## config.mk

```make
export PLATFORM = sky130hd
export DESIGN_NAME = double_ended_queue
export DESIGN_NICKNAME = d
export VERILOG_FILES = /design/src/design/deq_pkg.sv /design/src/design/deq_cell.sv /design/src/design/double_ended_queue.sv
export SDC_FILE = /design/constraint.sdc
export NUM_CORES = 1
export LEC_CHECK = 0
export BUFFER_PORTS_ARGS = -buffer_cell sky130_fd_sc_hd__buf_2
export CAP_MARGIN = 20
export CORE_ASPECT_RATIO = 1.5
export CORE_MARGIN = 2
export CORE_UTILIZATION = 45
export CTS_CLUSTER_SIZE = 12
export DETAILED_ROUTE_END_ITERATION = 12
export GPL_ROUTABILITY_DRIVEN = 0
export SETUP_SLACK_MARGIN = 0.5
export SLEW_MARGIN = 10
export SYNTH_ARGS = -nofsm -noshare
export SYNTH_HDL_FRONTEND = slang
export SYNTH_SLANG_ARGS = --single-unit
```

## constraint.sdc

```tcl
create_clock -name clk -period 4.26 [get_ports clk]
set_input_delay 0.426 -clock clk [delete_from_list [all_inputs] [get_ports clk]]
set_output_delay 0.426 -clock clk [all_outputs]
set_load 0.03 [all_outputs]
```

## src/design/deq_pkg.sv

```systemverilog
package deq_pkg;

  // Queue geometry.
  localparam int DEPTH      = 16;
  localparam int DATA_WIDTH = 32;
  localparam int CNT_W      = $clog2(DEPTH + 1);

  // Operation codes carried by the opcode field.
  localparam logic [2:0] OP_PUSH_BACK  = 3'd0;
  localparam logic [2:0] OP_PUSH_FRONT = 3'd1;
  localparam logic [2:0] OP_POP_BACK   = 3'd2;
  localparam logic [2:0] OP_POP_FRONT  = 3'd3;
  localparam logic [2:0] OP_QUERY      = 3'd4;

  // Action broadcast to every cell of the row.
  typedef enum logic [2:0] {
    CELL_HOLD,
    CELL_PUSH_BACK,
    CELL_PUSH_FRONT,
    CELL_POP_BACK,
    CELL_POP_FRONT
  } cell_op_t;

  typedef struct packed {
    cell_op_t               op;
    logic [DATA_WIDTH-1:0]  value;
  } cell_ctl_t;

endpackage

```

## src/design/deq_cell.sv

```systemverilog
module deq_cell
  import deq_pkg::*;
(
  input  logic                  clk,
  input  logic                  rst_n,
  input  cell_ctl_t             ctl,
  input  logic [DATA_WIDTH-1:0] prev_word,
  input  logic                  prev_occ,
  input  logic [DATA_WIDTH-1:0] next_word,
  input  logic                  next_occ,
  output logic [DATA_WIDTH-1:0] word,
  output logic                  occ,
  output logic                  is_back
);

  logic [DATA_WIDTH-1:0] word_r, word_nxt;
  logic                  occ_r, occ_nxt;

  // The row is a thermometer of occupied cells; the front is cell zero.
  always_comb begin
    word_nxt = word_r;
    occ_nxt  = occ_r;
    unique case (ctl.op)
      CELL_HOLD: begin
      end
      CELL_PUSH_BACK: begin
        // The first empty cell takes the new word.
        if (!occ_r && prev_occ) begin
          word_nxt = ctl.value;
          occ_nxt  = 1'b1;
        end
      end
      CELL_PUSH_FRONT: begin
        word_nxt = prev_word;
        occ_nxt  = prev_occ;
      end
      CELL_POP_BACK: begin
        // The last occupied cell lets go of its word.
        if (occ_r && !next_occ) begin
          occ_nxt = 1'b0;
        end
      end
      CELL_POP_FRONT: begin
        word_nxt = next_word;
        occ_nxt  = next_occ;
      end
      default: begin
      end
    endcase
  end

  // Occupancy is control state; the word is payload and needs no reset.
  always_ff @(posedge clk) begin
    if (!rst_n) begin
      occ_r <= 1'b0;
    end else begin
      occ_r <= occ_nxt;
    end
  end

  always_ff @(posedge clk) begin
    word_r <= word_nxt;
  end

  assign word    = word_r;
  assign occ     = occ_r;
  assign is_back = occ_r && !next_occ;

endmodule

```

## src/design/double_ended_queue.sv

```systemverilog
// Bounded double-ended queue of up to DEPTH data words.
// Input channel: in_valid/in_ready with in_opcode and in_push_value. The
// opcode selects push back, push front, pop back, pop front or query; codes
// beyond query act as a query.
// Result channel: out_valid/out_ready with the front and back words, the
// occupancy and an error flag. Every input transfer gives exactly one result.
// A push on a full queue or a pop on an empty one changes nothing and sets
// out_op_error. Front and back read as zero when the queue is empty.
// Latency: the result is offered in the cycle after the input transfer.
// Throughput: one item per cycle while the receiver keeps up, set by the
// row of cells, which all shift or load together; the result slot holds
// one item. A new input transfer is taken in the same cycle the pending
// result is transferred. While the receiver stalls, in_ready stays low and
// the queue state holds.
// Reset (rst_n, synchronous, active low) empties the queue and drops any
// pending result; stored words are not cleared.
module double_ended_queue
  import deq_pkg::*;
(
  input  logic                  clk,
  input  logic                  rst_n,
  input  logic                  in_valid,
  output logic                  in_ready,
  input  logic [2:0]            in_opcode,
  input  logic [DATA_WIDTH-1:0] in_push_value,
  output logic                  out_valid,
  input  logic                  out_ready,
  output logic [DATA_WIDTH-1:0] out_front_value,
  output logic [DATA_WIDTH-1:0] out_back_value,
  output logic [CNT_W-1:0]      out_occupancy,
  output logic                  out_op_error
);

  logic                  out_valid_r, out_valid_nxt;
  logic                  err_r, err_nxt;
  logic [CNT_W-1:0]      count_r, count_nxt;
  logic                  in_xfer;
  logic                  is_full, is_empty;
  cell_ctl_t             ctl;

  logic [DATA_WIDTH-1:0] word_w      [DEPTH];
  logic                  occ_w       [DEPTH];
  logic                  back_w      [DEPTH];
  logic [DATA_WIDTH-1:0] prev_word_w [DEPTH];
  logic                  prev_occ_w  [DEPTH];
  logic [DATA_WIDTH-1:0] next_word_w [DEPTH];
  logic                  next_occ_w  [DEPTH];
  logic [DATA_WIDTH-1:0] back_value;

  assign in_ready = !out_valid_r || out_ready;
  assign in_xfer  = in_valid && in_ready;
  assign is_full  = (count_r == CNT_W'(DEPTH));
  assign is_empty = (count_r == '0);

  // Decode the operation into one action for the row, refusing bad ones.
  always_comb begin
    ctl.op    = CELL_HOLD;
    ctl.value = in_push_value;
    err_nxt   = err_r;
    count_nxt = count_r;
    if (in_xfer) begin
      err_nxt = 1'b0;
      unique case (in_opcode) inside
        OP_PUSH_BACK, OP_PUSH_FRONT: begin
          if (is_full) begin
            err_nxt = 1'b1;
          end else begin
            ctl.op    = (in_opcode == OP_PUSH_BACK) ? CELL_PUSH_BACK : CELL_PUSH_FRONT;
            count_nxt = count_r + CNT_W'(1);
          end
        end
        OP_POP_BACK, OP_POP_FRONT: begin
          if (is_empty) begin
            err_nxt = 1'b1;
          end else begin
            ctl.op    = (in_opcode == OP_POP_BACK) ? CELL_POP_BACK : CELL_POP_FRONT;
            count_nxt = count_r - CNT_W'(1);
          end
        end
        default: begin
        end
      endcase
    end
  end

  // The result slot is full after a transfer until the receiver takes it.
  always_comb begin
    out_valid_nxt = out_valid_r;
    if (in_xfer) begin
      out_valid_nxt = 1'b1;
    end else if (out_ready) begin
      out_valid_nxt = 1'b0;
    end
  end

  always_ff @(posedge clk) begin
    if (!rst_n) begin
      out_valid_r <= 1'b0;
      err_r       <= 1'b0;
      count_r     <= '0;
    end else begin
      out_valid_r <= out_valid_nxt;
      err_r       <= err_nxt;
      count_r     <= count_nxt;
    end
  end

  // Neighbor links of the row; the ends see the new word and an empty slot.
  genvar gi;
  generate
    for (gi = 0; gi < DEPTH; gi++) begin : g_cell
      if (gi == 0) begin : g_first
        assign prev_word_w[gi] = in_push_value;
        assign prev_occ_w[gi]  = 1'b1;
      end else begin : g_mid_lo
        assign prev_word_w[gi] = word_w[gi-1];
        assign prev_occ_w[gi]  = occ_w[gi-1];
      end
      if (gi == DEPTH - 1) begin : g_last
        assign next_word_w[gi] = '0;
        assign next_occ_w[gi]  = 1'b0;
      end else begin : g_mid_hi
        assign next_word_w[gi] = word_w[gi+1];
        assign next_occ_w[gi]  = occ_w[gi+1];
      end

      deq_cell u_cell (
        .clk       (clk),
        .rst_n     (rst_n),
        .ctl       (ctl),
        .prev_word (prev_word_w[gi]),
        .prev_occ  (prev_occ_w[gi]),
        .next_word (next_word_w[gi]),
        .next_occ  (next_occ_w[gi]),
        .word      (word_w[gi]),
        .occ       (occ_w[gi]),
        .is_back   (back_w[gi])
      );
    end
  endgenerate

  // Exactly one cell flags itself as the back; none when empty.
  always_comb begin
    back_value = '0;
    for (int i = 0; i < DEPTH; i++) begin
      back_value = back_value | (word_w[i] & {DATA_WIDTH{back_w[i]}});
    end
  end

  assign out_valid       = out_valid_r;
  assign out_front_value = occ_w[0] ? word_w[0] : '0;
  assign out_back_value  = back_value;
  assign out_occupancy   = count_r;
  assign out_op_error    = err_r;

endmodule

```

# Word level (Yosys, flattened, before mapping)

Cells that the tools add are included.

Output and inout bits: 72
Bits in registers: 535
Input port bits: 39
Word-level logic and storage cells: 280

Equality and inequality tests: 41
$add $sub $neg: 2
Reductions and logical operators: 78
Mux-type cells: 93
Bitwise logic cells: 31

Operators by type and width:

| cell                                                   | count |
|---|---|
| case mux 32 bit (3 select lines)                       | 16 |
| two-way mux 32 bit                                     | 17 |
| AND 32 bit                                             | 16 |
| OR 32 bit                                              | 15 |
| inequality test 2 x 1 -> 1 bit (second input constant) | 30 |
| case mux 1 bit (4 select lines)                        | 14 |
| AND reduction 3 bit                                    | 14 |
| AND reduction 2 bit                                    | 18 |
| two-way mux 1 bit                                      | 34 |
| logical AND 1 bit                                      | 16 |
| zero test 1 bit                                        | 16 |
| equality test 3 x 2 -> 1 bit (second input constant)   | 4 |
| two-way mux 5 bit                                      | 2 |
| case mux 5 bit (2 select lines)                        | 1 |
| two-way mux 3 bit                                      | 3 |
| nonzero test 3 bit                                     | 3 |
| OR reduction 2 bit                                     | 4 |
| equality test 3 x 1 -> 1 bit (second input constant)   | 2 |
| inequality test 2 bit (second input constant)          | 3 |
| case mux 1 bit (3 select lines)                        | 2 |
| case mux 3 bit (2 select lines)                        | 1 |
| adder 5 x 1 -> 5 bit (second input constant)           | 1 |
| equality test 5 bit (second input constant)            | 1 |
| zero test 5 bit                                        | 1 |
| 9 further kinds                                        | 11 |

# Longest topological paths before layout

Gate-level depths: netlist of the first run.

Depth in word-level cells: 18
Gate-level depth with buffers: 10
Mapped depth without buffers: 7

# By module

Synthesis of the first run repeated with hierarchy kept, for this count alone.

Cell total of the unflattened synthesis: 2925
Area total of the unflattened synthesis: 30246.5 µm²

By module, submodules not included:

| module             | times used | sequential area each (µm²) | cells each | area each (µm²) |
|---|---|---|---|---|
| deq_cell           | 16         | 980.9                      | 156        | 1682.9 |
| double_ended_queue | 1          | 140.1                      | 429        | 3320.7 |

# Worst setup path after synthesis of the first run

OpenSTA, ideal clock, no wires.

Kind: reg-to-reg
Start point: register count_r[0], in the netlist out_occupancy[0]
End point: register g_cell[0].u_cell.word_r[0] (enable)
Library setup time: 0.432 ns
Required time: 3.828 ns
Data arrival time: 3.389 ns
Clock period less this slack: 3.821 ns
Cell stages (with the launch flop): 8
Path slack: 0.439 ns
Buffers on the path: 3
Cell sequence: dfxtp_1 or4_4 buf_6 o21bai_4 nor3_1 buf_2 clkbuf_1 a21oi_1

Cells in the longest elaborated chain, start to end: 7
Elaborated cells between the ends (all ways): 12
Classes of those cells: 5 x eq/ne; 4 x mux; 3 x reduce/logical

RTL lines:

| element                                                                      | RTL line                                           | source |
|---|---|---|
| start: declaration                                                           | double_ended_queue.sv:36                           | `logic [CNT_W-1:0] count_r, count_nxt;` |
| start signal: assignment                                                     | double_ended_queue.sv:104                          | `count_r <= count_nxt;` |
| equality test 5 bit / zero test 5 bit (equally long branches)                | double_ended_queue.sv:52, double_ended_queue.sv:53 |  |
| two-way mux 2 bit / two-way mux 3 bit (equally long branches)                | double_ended_queue.sv:65, double_ended_queue.sv:73 |  |
| case mux 3 bit (2 select lines) (*)                                          | double_ended_queue.sv:63                           | `unique case (in_opcode) inside` |
| two-way mux 3 bit (*)                                                        | double_ended_queue.sv:61                           | `if (in_xfer) begin` |
| equality test 3 x 1 -> 1 bit, or another cell as far along                   | deq_cell.sv:23                                     | `unique case (ctl.op)` |
| inequality test 2 bit (no line) / nonzero test 3 bit (equally long branches) | --                                                 |  |
| AND reduction 2 bit (no line) (*)                                            | --                                                 |  |
| end signal: assignment                                                       | deq_cell.sv:62                                     | `word_r <= word_nxt;` |
| end: declaration                                                             | deq_cell.sv:16                                     | `logic [DATA_WIDTH-1:0] word_r, word_nxt;` |

Every way passes the cells marked *; elsewhere a longest branch is shown, timed or not.
A chain may end at the register's enable or synchronous reset.

# Worst setup path after layout of the first run

Start point: register g_cell[14].u_cell.occ_r
End point: output port out_back_value[5]

Cells in the longest elaborated chain, start to end: 6
Elaborated cells between the ends (all ways): 8
Classes of those cells: 5 x bitwise; 3 x reduce/logical

RTL lines:

| element                    | RTL line                  | source |
|---|---|---|
| start: declaration         | deq_cell.sv:17            | `logic occ_r, occ_nxt;` |
| start signal: assignment   | deq_cell.sv:57            | `occ_r <= occ_nxt;` |
| zero test 1 bit            | deq_cell.sv:67            | `assign is_back = occ_r && !next_occ;` |
| logical AND 1 bit          | deq_cell.sv:67            |  |
| AND 32 bit                 | double_ended_queue.sv:146 | `back_value = back_value \| (word_w[i] & {DATA_WIDTH{back_w[i]}});` |
| OR 32 bit                  | double_ended_queue.sv:146 |  |
| OR 32 bit (*) (2 in a row) | double_ended_queue.sv:146 |  |
| end: declaration           | double_ended_queue.sv:29  | `output logic [DATA_WIDTH-1:0] out_back_value,` |

Marks and branches as above.

==> results of run 1 <==
power groups by stage:
| stage | clock network [W] | registers (W) | logic [W] |
|---|---|---|---|
| 6_report | 0.00452 | 0.00622 | 0.00192 |
| 5_1_grt | 0.00476 | 0.00624 | 0.00201 |
| 4_1_cts | 0.00459 | 0.00622 | 0.00189 |
| 3_5_place_dp | 0 | 0.00632 | 0.00188 |
| 3_3_place_gp | 0 | 0.00632 | 0.00186 |
| 2_1_floorplan | 0 | 0.00627 | 0.00127 |
worst max-delay path, stage by stage (launching register included):
cell and delay, ps:
dfxtp_1 490, nor2b_4 980, buf_4 380, a22o_1 180, a221oi_1 50, nand4_1 180
buf_2 240
final timing paths:
| kind | end | slack, ps | cells after the start | startpoint |
|---|---|---|---|---|
| worst max-delay path | out_back_value[5] | 730 | 6 | g_cell[14].u_cell.occ$_SDFFE_PN0P_ |
| worst min-delay path | g_cell[0].u_cell.word[30]$_DFFE_PP_ | 80 | 3 | in_push_value[30] |
| worst max register to register | g_cell[7].u_cell.word[13]$_DFFE_PP_ | 1030 | 6 | out_occupancy[0]$_SDFFE_PN0P_ |
| worst min register to register | out_op_error$_SDFFE_PN0P_ | 520 | 2 | out_op_error$_SDFFE_PN0P_ |
stage by stage:
step | cells | util | hold WS, ps
finish | 2704 | 0.499 | 81.8
global route | 2703 | 0.499 | 101
CTS | 2703 | 0.499 | 67.1
detailed placement | 2617 | 0.472 | 501
global placement | 2617 | 0.472 | 496
floorplan | 1919 | - | 539
cell type report:
| cell class | count | area share |
|---|---|---|
| Inverter | 5 | 0.000640 |
| Clock buffer | 71 | 0.0490 |
| Tap cell | 777 | 0.0332 |
| Multi-Input combinational cell | 1118 | 0.327 |
| Antenna cell | 1 | 0.0000854 |
| Timing Repair Buffer | 182 | 0.0445 |
| Sequential cell | 535 | 0.540 |
| Clock inverter | 15 | 0.00487 |
sequential cells by signal (all words and copies together), names as in the netlist:
name	cells
g_cell.u_cell.word	512
g_cell.u_cell.occ	16
out_occupancy	5
out_op_error	1
out_valid	1
kinds of logic (layout without fill, tap and decap cells):
kind of cell	Yosys count	count (layout)
other	0	1
and+or+nand+nor	280	280
muxes	16	16
DFF	535	535
buffers and inverters	266	273
AOI/OAI and AO/OA	813	813
xor gates and xnor gates	5	5
adders and majority gates	4	4
layer usage:
layer / global-route usage / routed length, um
met1: 0.384 / 33800
met2: 0.445 / 41200
met3: 0.0600 / 10700
met4: 0.123 / 4150
met5: 0 / 12
layout by cell type, fill, tap and decap left out, types with 3 or more instances in the layout:
| master | count |
|---|---|
| edfxtp_1 | 512 |
| a221o_1 | 448 |
| a221oi_1 | 131 |
| a22o_1 | 127 |
| nand2_1 | 119 |
| buf_2 | 110 |
| clkbuf_16 | 55 |
| buf_4 | 55 |
| and2_1 | 48 |
| a21o_1 | 34 |
| and3_1 | 32 |
| nand4_1 | 32 |
| dfxtp_1 | 21 |
| a21oi_1 | 19 |
| buf_12 | 17 |
| nand2b_1 | 16 |
| a21oi_4 | 16 |
| clkbuf_1 | 16 |
| o31ai_1 | 15 |
| nor2b_4 | 14 |
| mux2_1 | 12 |
| a221oi_2 | 11 |
| clkinv_1 | 6 |
| inv_1 | 5 |
| o21ai_0 | 5 |
| nor2b_1 | 4 |
| xnor2_1 | 4 |
| clkinv_2 | 4 |
| nor2_4 | 3 |
| nor2_1 | 3 |
| ha_1 | 3 |
==> key figures, run 1 <==
Run status
  • Outcome: finished clean

Pwr
  • Post-layout power: 0.0127 W
  • P_leak: 10.1 nW
  • Comb power frac: 0.152
  • Max VDD drop: 0.000298 V
  • Switching share of total power: 0.276
  • Clk pwr share: 0.357
  • Power Density: 432 nW/um^2
  • Sequential share of power: 0.491
  • Net switching power: 0.00350 W
  • Cell Int Power: 0.00916 W

Placed design
  • Port Buf Inserts: 110
  • Placed standard-cell area: 27700 sq um
  • Pre-CTS setup slack: 1080 ps
  • HPWL after detailed placement: 48000 um

Cells and area
  • Area of the multi-input gates: 9590 sq um
  • Share of layout cells above drive strength 1: 0.158
  • Number of nets in the layout: 1939
  • Fill cells: 5009
  • Design Area, Final: 29300 sq um
  • Register area: 15800 sq um
  • Area growth syn-to-layout: 9.90%

Logic synthesis
  • Post-synth top flop: edfxtp_1
  • Post-synth EDFFs: 512
  • Largest family of logic cells by synthesized area: compound AO/OA/AOI/OAI gates
  • Synthesized area: 26700 sq um
  • Register area share after synthesis: 0.594
  • Simple-gate share of the synthesized area: 0.0545
  • Synth area leaders: edfxtp_1 (58%), a221o_1 (17%), a221oi_1 (4.3%), a22o_1 (4.2%), buf_6 (2.1%)
  • Ys async rst share: 0
  • Post-Synth XOR/XNOR Area: 0.00164
  • Most frequent cell after synthesis: edfxtp_1
  • #FFs+latches synth: 535
  • YS warnings: 0
  • Commonest cells in the synthesized netlist: edfxtp_1 (512), a221o_1 (448), a221oi_1 (131)
  • Synth Area in Adders: 0.00216
  • Cells after Synth: 1919
  • Yosys cell types: 46
  • Syn nets: 1962
  • Yosys top cell by area: edfxtp_1
  • Yosys top cell area share: 0.577
  • Compound-cell area share of the yosys netlist: 0.283
  • Syn avg cell area: 13.9 sq um
  • Multiplexer area fraction after synthesis: 0.00666

Global route
  • Overall routing resource usage: 0.284
  • Global-route wire length before repair: 131000 um
  • Initial antenna violation count: 1
  • GRT overflow: 0
  • Vias in the first global route: 19500
  • Largest net degree at the start of global routing: 177

Die
  • Chip height: 302 um
  • DIE AREA: 61300 sq um
  • Starting density of the core: 0.454
  • FP Rows: 109
  • # IOs: 111
  • Chip width: 203 um
  • Placeable Area: 58800 sq um

Clock tree
  • Clock Root Buffer: clkbuf_16
  • CTS sink cnt: 535
  • Num CTS Buffers: 54
  • Deepest clock path buffer count: 3
  • # resized after CTS: 0
  • CTS tree: built
  • Post-CTS Hold Fix Bufs: 0
  • Setup Buffers After CTS: 0
  • Reg clk slew, reported paths: 60 ps
  • Skew-Pair Late Insertion Delay: 610 ps
  • H-Tree Level Count: 2

Route
  • WL/cell: 33.2 um
  • DRC errors left: 0
  • DR iter-0 viols: 3210
  • Vias/cell: 7.57
  • Final ANT Viol Nets: 0
  • Pre-antenna DRT Iters: 7
  • Final wirelength: 89900 um
  • DR vias: 20500

STA
  • Slew headroom: 0.237
  • Post-Route Skew: 32.0 ps
  • Worst Max-Slew Pin Slew: 1140 ps
  • Fmax: 284 MHz
  • Pins Over Slew Limit: 0
  • Tcrit/Tclk final: 0.828
  • Minimum clock period: 3530 ps
  • Final setup TNS: 0 ps
  • Setup violators final: 0
  • Fin. Hold Viols: 0
  • Final Worst Setup Slack: 733 ps
  • RSZ-0062 raised after global routing: no

Worst setup path
  • Critical Path End Type: output port
  • Crit Path Class: reg2out
  • Worst Setup Start Kind: register
  • CP arrival: 3100 ps
  • Critical path fanouts, max: 19
  • Critical Path RT: 3830 ps

Hold path
  • Hold WC Path Type: in2reg

Run
  • Max cap viols: 0
No activity file was read; power rests on OpenSTA's default activity.
==> inputs of run 2 (changes only) <==
clock period = 3.5 ns   (was 4.26 ns; I/O delays follow)
==> run 2 against run 1 <==
Effect of this change: sequential cell count did not move; first-iteration DRC count fell by 5.2%; register-to-register slack got worse by 420 ps; via count fell by 0.29%; power rose by 21%; die area did not move; routed wire length rose by 0.58%; hold slack got worse by 53 ps; non-clock buffer count rose by 24; design area rose by 1.4%; sequential power rose by 22%; final cell count rose by 0.59%; largest cell class unchanged.
==> key figures, run 2 (synthesis gave the netlist of run 1 again) <==
Clock tree
  • Post-CTS Hold Fix Bufs: 0 (unchanged)
  • CTS tree: built
  • H-Tree Level Count: 2 (unchanged)
  • Deepest clock path buffer count: 3 (unchanged)
  • CTS sink cnt: 535 (unchanged)
  • Skew-Pair Late Insertion Delay: 600 ps (about the same)
  • Num CTS Buffers: 53 (-1.9%)
  • Clock Root Buffer: clkbuf_16
  • Reg clk slew, reported paths: 60 ps (about the same)

Cells and area
  • Fill cells: 4967 (-0.84%)
  • Register area: 15800 sq um (unchanged)
  • Diode count: 0 (-1)
  • Most frequent cells in the layout: edfxtp_1 (512), a221o_1 (448), a221oi_1 (131)
  • Number of nets in the layout: 1962 (+1.2%)
  • Max reg flops: 512 (unchanged)
  • Final core occ: 0.505 (+0.00683)
  • Area of the multi-input gates: 9620 sq um (+0.22%)
  • Most common cell after layout, fill and taps aside: edfxtp_1
  • Share of layout cells above drive strength 1: 0.176 (+0.0171)
  • Area growth syn-to-layout: 11.4%

Pwr
  • Cell Int Power: 0.0111 W (+21%)
  • Net switching power: 0.00422 W (+21%)
  • Power Density: 515 nW/um^2 (+19%)
  • Post-layout power: 0.0153 W (+21%)
  • Max VDD drop: 0.000392 V (+31%)
  • Clk pwr share: 0.347 (-0.010)
  • Comb power frac: 0.158 (+0.006)
  • P_leak: 10.2 nW (+1.5%)
  • Switching share of total power: 0.276 (-0.000375)
  • Sequential share of power: 0.495 (+0.004)

Worst setup path
  • Cell family with most CP delay: simple AND/OR/NAND/NOR gates
  • Critical Path End Type: output port
  • Max stage delay cell, worst path: nor2_4
  • Worst Setup Start Kind: register
  • CP arrival: 2630 ps (-470 ps)
  • Crit Path Class: reg2out
  • Critical path fanouts, max: 15 (-4)
  • Critical Path RT: 3150 ps (-680 ps)
  • CP Cell Sequence: nor2_4 > buf_4 > a221oi_1 > nand4_1 > buf_2
  • Crit-path max cell delay: 700 ps (-280 ps)
  • Crit path buffers/inverters: 2 (unchanged)

STA
  • Minimum clock period: 2980 ps
  • Post-Route Skew: 17.7 ps (-14.3 ps)
  • Pins Over Slew Limit: 0 (unchanged)
  • Tcrit/Tclk final: 0.852
  • Final setup TNS: 0 ps (unchanged)
  • Slew headroom: 0.437 (+0.200)
  • Fmax: 335 MHz
  • Worst Max-Slew Pin Slew: 843 ps (-299 ps)
  • Setup violators final: 0 (unchanged)
  • RSZ-0062 raised after global routing: yes
  • Fin. Hold Viols: 0 (unchanged)

Route
  • Final wirelength: 90400 um (+0.58%)
  • Final ANT Viol Nets: 0 (unchanged)
  • DR vias: 20400 (-0.29%)
  • WL/cell: 33.2 um (about the same)
  • Pre-antenna DRT Iters: 6 (-1)
  • DRC errors left: 0 (unchanged)
  • DR iter-0 viols: 3042 (-5.2%)
  • Vias/cell: 7.50 (-0.87%)

Global route
  • Global-route wire length before repair: 133000 um (+2.2%)
  • GRT overflow: 0 (unchanged)
  • Initial antenna violation count: 1 (unchanged)
  • Overall routing resource usage: 0.290 (+0.00563)
  • Vias in the first global route: 20100 (+3.0%)
  • Largest net degree at the start of global routing: 166 (-6.2%)

Die
  • Chip height: 302 um (unchanged)
  • Placeable Area: 58800 sq um (unchanged)
  • DIE AREA: 61300 sq um (unchanged)
  • FP Rows: 109 (unchanged)
  • # IOs: 111 (unchanged)
  • Starting density of the core: 0.454 (unchanged)
  • Chip width: 203 um (unchanged)

Run status
  • Outcome: finished clean

Placed design
  • Port Buf Inserts: 110 (unchanged)
  • HPWL after detailed placement: 50100 um (+4.3%)

Hold path
  • Hold WC Path Type: in2reg

Run
  • Max cap viols: 0 (unchanged)
## run 2: routing by layer
layer / share of wire / vias to the layer above / track usage
met5: 0.00014 / - / 0
met4: 0.048 / 2 / 0.129
met3: 0.11 / 300 / 0.0639
met2: 0.46 / 1473 / 0.458
met1: 0.37 / 10300 / 0.384
li1: - / 8327 / -
## run 2: power groups by stage
stage | Combinational [W] | Clock [W] | Sequential, W
2_1_floorplan | 0.00156 | 0 | 0.00762
3_3_place_gp | 0.00232 | 0 | 0.00770
3_5_place_dp | 0.00235 | 0 | 0.00770
4_1_cts | 0.00239 | 0.00537 | 0.00757
5_1_grt | 0.00254 | 0.00559 | 0.00760
6_report | 0.00242 | 0.00530 | 0.00757
## run 2: path summary, 6_finish.rpt
kind                                          start  cells after the start                                    to  slack [ps]
hold reg to reg           out_op_error$_SDFFE_PN0P_                      2             out_op_error$_SDFFE_PN0P_         520
setup / recovery  g_cell[1].u_cell.occ$_SDFFE_PN0P_                      5                    out_back_value[31]         520
setup reg to reg      out_occupancy[0]$_SDFFE_PN0P_                      7  g_cell[11].u_cell.word[22]$_DFFE_PP_         610
hold / removal                    in_push_value[13]                      3   g_cell[0].u_cell.word[13]$_DFFE_PP_          30
## run 2: cell type report
| type | instances | area share |
|---|---|---|
| clock buffers | 68 | 0.0473 |
| clock inverters | 11 | 0.00291 |
| inverters | 5 | 0.000632 |
| multi-input cells | 1118 | 0.324 |
| flip-flops and latches | 535 | 0.533 |
| well taps | 777 | 0.0327 |
| repair buffers | 206 | 0.0598 |
## run 2: stage by stage
step                      hold WS (ps)  cell area (sq um)  setup WS, ps  cells
after floorplan                    489              26800          -114   1919
after global placement             504              28000           622   2628
after detailed placement           509              28000           588   2628
after CTS                         9.74              29700           536   2720
after global routing              36.6              29700           450   2720
final                             28.5              29700           517   2720
## run 2: worst reg2reg max path: stages, from the launching register on
cell and delay, ps:
dfxtp_1 370, or4_4 590, o21ai_2 170, buf_4 290
or2_2 190, buf_12 320, and3_1 620, a221o_1 210
## run 2: repair_timing
item                                    4_1_cts  5_1_grt
gates resized for setup                       0       18
buffers inserted                             13        0
pin swaps                                     0        1
endpoints found under the setup margin        9       77
